$ cat config.mk
export PLATFORM = sky130hd
export DESIGN_NAME = b2b_msg_ram
export DESIGN_NICKNAME = d
export VERILOG_FILES = /design/src/rtl/b2b_msg_ram.sv
export SDC_FILE = /design/constraint.sdc
export NUM_CORES = 1
export LEC_CHECK = 0
export BUFFER_PORTS_ARGS = -buffer_cell sky130_fd_sc_hd__buf_4
export CORE_MARGIN = 2
export CORE_UTILIZATION = 52
export CTS_CLUSTER_SIZE = 30
export DETAILED_ROUTE_END_ITERATION = 12
export GPL_ROUTABILITY_DRIVEN = 1
export GPL_TIMING_DRIVEN = 0
export MAX_ROUTING_LAYER = met4
export PLACE_DENSITY = 0.83
export SETUP_SLACK_MARGIN = 0.4
export SLEW_MARGIN = 20
export SYNTH_ARGS = -nofsm -noshare
export SYNTH_HDL_FRONTEND = slang
export SYNTH_SLANG_ARGS = --single-unit
$ cat constraint.sdc
create_clock -name clk -period 5.9 [get_ports clk]
set_input_delay 0.295 -clock clk [delete_from_list [all_inputs] [get_ports clk]]
set_output_delay 0.295 -clock clk [all_outputs]
set_load 0.01 [all_outputs]
$ cat src/rtl/b2b_msg_ram.sv
// Block store: 16 x 64-bit message memory, one write and one read port.
// Depends on nothing.
`timescale 1ns / 1ps
module b2b_msg_ram (
	input  logic        clk,
	input  logic        we,
	input  logic [3:0]  waddr,
	input  logic [63:0] wdata,
	input  logic [3:0]  raddr,
	output logic [63:0] rdata
);
	logic [63:0] mem [16];

	always_ff @(posedge clk) begin
		if (we) begin
			mem[waddr] <= wdata;
		end
		rdata <= mem[raddr];
	end
endmodule

# Word-level counts from Yosys, hierarchy flattened
# Memories as Yosys holds them, arrays and structs flattened. A register that Yosys moved wholly into a read port is not among the register bits.
# Cells that the tools add are included.
# word_totals
regBits	0
latch_bits	0
ram_bits	1024
rom_bits	0
in_bits	74
output_inout_bits	64
elab_cells	3
mem_count	1
# classes
addsub	0
mul	0
n_div	0
n_lt_le_gt_ge	0
eq_ne	0
shift	0
mux	2
bitwise_logic	0
n_reduce_logical	0
# mem_list
memory	depth	width	read_ports	rd_ports_with_merged_regs	write_ports	line	source
mem	16	64	1	1	1	12	logic [63:0] mem [16];
# ops
operator	count
1-bit 2-to-1 mux	2

# Depth between registers and ports, before layout
# logic_depth
depth_word	2
ltp_mapped	6
mapped_depth_nobuf	3

# Worst setup path before layout
# Ideal clock, no wire load.
# synth_path
path_type	input-to-reg
from	input port waddr[2]
to	memory mem[0][0] (enable)
setup_ns	0.565
t_arrival_ns	5.158
slack_ns	0.176
path_stages	2
path_cell_list	or3b_2 nor3_1
# synth_lines
element	line	source
start: declaration	7	input logic [3:0] waddr,
end: declaration	12	
# No word-level cell before the write port.

# Worst setup path in the final report
# layout_path
from	input port waddr[2]
to	memory mem[2][54] (enable)
# No word-level cell before the write port.

==> impl_metrics.py <==
metrics = {
    "yosys": {
        "ys_ff_latch": 1088,
        "mappedNetlistArea_mm2": 0.0396,
        "yosys.area.top_type_share_pct": 77.7,
        "synthArstFlopShare_pct": 0,
        "syn_nets": 1721,
        "yosysMostFrequentCell": "edfxtp_1",
        "synth-adder-area-share_pct": 0,
        "synth_top_area_cell": "edfxtp_1",
        "synthMuxAreaShare_pct": 14.6,
        "postSynthAreaPerCell_um2": 24.0,
        "yosysSeqAreaShare_pct": 80.9,
        "synth_compound_area_share_pct": 2.43,
        "synth_cells": 1647,
        "yosys-top-cells-count": "edfxtp_1, mux4_2, a22oi_1",
        "yosys-top-cells-area": "edfxtp_1, mux4_2, dfxtp_1, a22oi_1, nand2_1",
        "synth_top_family_by_area": "multiplexers",
        "synth-simple-area-share_pct": 0.942,
        "yosysWarningCount": 0,
        "synth_edf_count": 1024,
        "synth_cell_type_count": 18,
        "synth_flop_cell": "edfxtp_1",
        "synth_xor_xnor_area_share_pct": 0,
    },
    "floorplanning": {
        "core_area_mm2": 0.0757,
        "ios": 138,
        "die-area_mm2": 0.0783,
        "die_h_um": 280,
        "row_count": 101,
        "die_x_um": 280,
        "start_util_pct": 52.3,
    },
    "clock_tree": {
        "cts_resized": 0,
        "post_cts_hold_buffer_count": 64,
        "post_cts_buffers": 0,
        "numCtsBuffers": 102,
        "cts_max_level": 3,
        "clk_pin_slew_ns": 0.06,
        "cts_sinks": 1088,
        "clk_latency_ns": 0.67,
        "clock_path_buffers": 3,
        "root_buffer": "clkbuf_16",
        "tritoncts": "yes",
    },
    "setup_path": {
        "end_kind": "flip-flop",
        "reg2reg_depth": 3,
        "worst-setup-path-type": "in -> reg",
        "crit_required_ns": 6.24,
        "critical_path.max_fanout": 20,
        "worst_setup_path_start_kind": "input port",
        "arrival_ns": 2.45,
        "startpoint": "waddr[2]",
        "r2r-start": "mem[11][17]",
        "r2r-end": "rdata[17]",
        "regToRegSetupSlack_ns": 4.33,
    },
    "timing": {
        "fin_ws_ns": 3.79,
        "tightestPinTransition_ns": 1.04,
        "finalHoldViolCount": 0,
        "period_share_pct": 35.8,
        "post-route-min-period_ns": 2.11,
        "clock.fmax_ghz": 0.474,
        "slew_headroom_pct": 30.6,
        "tns_ns": 0,
        "slew_violations": 0,
        "skew_ns": 0.0356,
        "rsz0062_at_grt": "false",
        "setup_viol": 0,
    },
    "worst_hold_path": {
        "min_to": "mem[12][19]",
        "hold_path.class": "in -> reg",
        "hold_depth": 2,
        "min_from": "waddr[1]",
    },
    "detailed_routing": {
        "remaining_drc_errors": 0,
        "dr.first_iter.drc_count": 2788,
        "first_pass_iters": 6,
        "viasPerCell": 6.44,
        "wl_per_cell_um": 31.7,
        "vias": 19900,
        "wirelength_um": 97800,
        "postRouteAntennaNets": 0,
    },
    "layout": {
        "final.fill_count": 4665,
        "multiInputGateArea_mm2": 0.00722,
        "post-route-util_pct": 62.2,
        "drive_gt1_share_pct": 31.4,
        "final_nets": 2097,
        "stdcell_count": 3090,
        "area_growth_pct": 19.0,
        "seq_area_mm2": 0.0320,
    },
    "placed_design": {
        "place_congestion": 0.746,
        "dpl.hpwl_um": 57500,
        "placed_cells": 2833,
        "numPortBuffers": 135,
        "place_ws_ns": 3.15,
    },
    "global_routing": {
        "antenna_found_initial": 4,
        "grt_pass1_wl_um": 142000,
        "globalRouteTotalUtil_pct": 26.1,
        "grt_max_degree": 23,
        "first_global_vias": 20800,
        "grt_overflow": 0,
    },
    "pwr": {
        "power.leakage_nw": 15.3,
        "power_density_mw_per_mm2": 340,
        "vdd_ir_drop_max_mv": 0.217,
    },
    "outcome": {
        "status": "finished, final reports clean",
    },
    "run": {
        "cap_viol_max_count": 0,
    },
}
## report_power, final
group,switching (W),leakage [nW],internal (W)
Sequential,0.0000631,9.79,0.00864
Clock,0.00280,1.58,0.00357
Combinational,0.000521,3.93,0.000402
## state kept, by name, indices dropped and copies added (netlist names)
register / cells
mem: 1024
rdata: 64
## routing by layer
layer	vias up	track usage, %	wire length, µm
li1	7821	-	-
met1	10400	32.3	33600
met2	1487	43.4	50800
met3	245	5.05	10100
met4	0	9.31	3300
met5	-	-	0
## layout by cell type (no fill, tap or decap), drive strengths merged, types with 6 or more instances in the layout
master       count
edfxtp        1024
mux4           256
buf            256
clkbuf         174
a22oi          128
nand2           65
dlygate4sd3     64
dfxtp           64
clkinv          40
nor2            13
clkinvlp         6
## metrics by stage
step	power, W	area, µm²	hold slack (ns)
final	0.0160	47100	0.0661
after global routing	0.0164	47100	0.0485
after CTS	0.0160	47100	0.0316
after detailed placement	0.00972	43200	0.594
after global placement	0.00965	41800	0.572
after floorplan	0.00929	39600	0.394
## worst max-delay path, cell delays in order
cell	delay (ns)
buf_4	0.13
or3b_2	0.60
nor2_4	0.73
buf_12	0.27
buf_16	0.20
buf_16	0.19
## cell families after synthesis
logic type,after synthesis
simple gates,91
compound gates,128
flops,1088
buf+inv,84
mux,256
## worst max path at each step
stage,endpoint,depth (start not counted)
after CTS,mem[2][54],6
after detailed placement,mem[2][54],6
final,mem[2][54],6
after global routing,mem[2][54],6
after floorplan,mem[8][0],2
after global placement,mem[8][52],3
## final cells by class
| type | count | share of cell area, % |
|---|---|---|
| diodes | 4 | 0.0213 |
| plain buffers | 84 | 0.959 |
| clock buffers | 138 | 6.08 |
| clock inverters | 51 | 0.792 |
| multi-input cells | 475 | 15.3 |
| flip-flops and latches | 1088 | 68.0 |
| well taps | 978 | 2.60 |
| repair buffers | 272 | 6.23 |
Power figures use the tool's default switching activity.
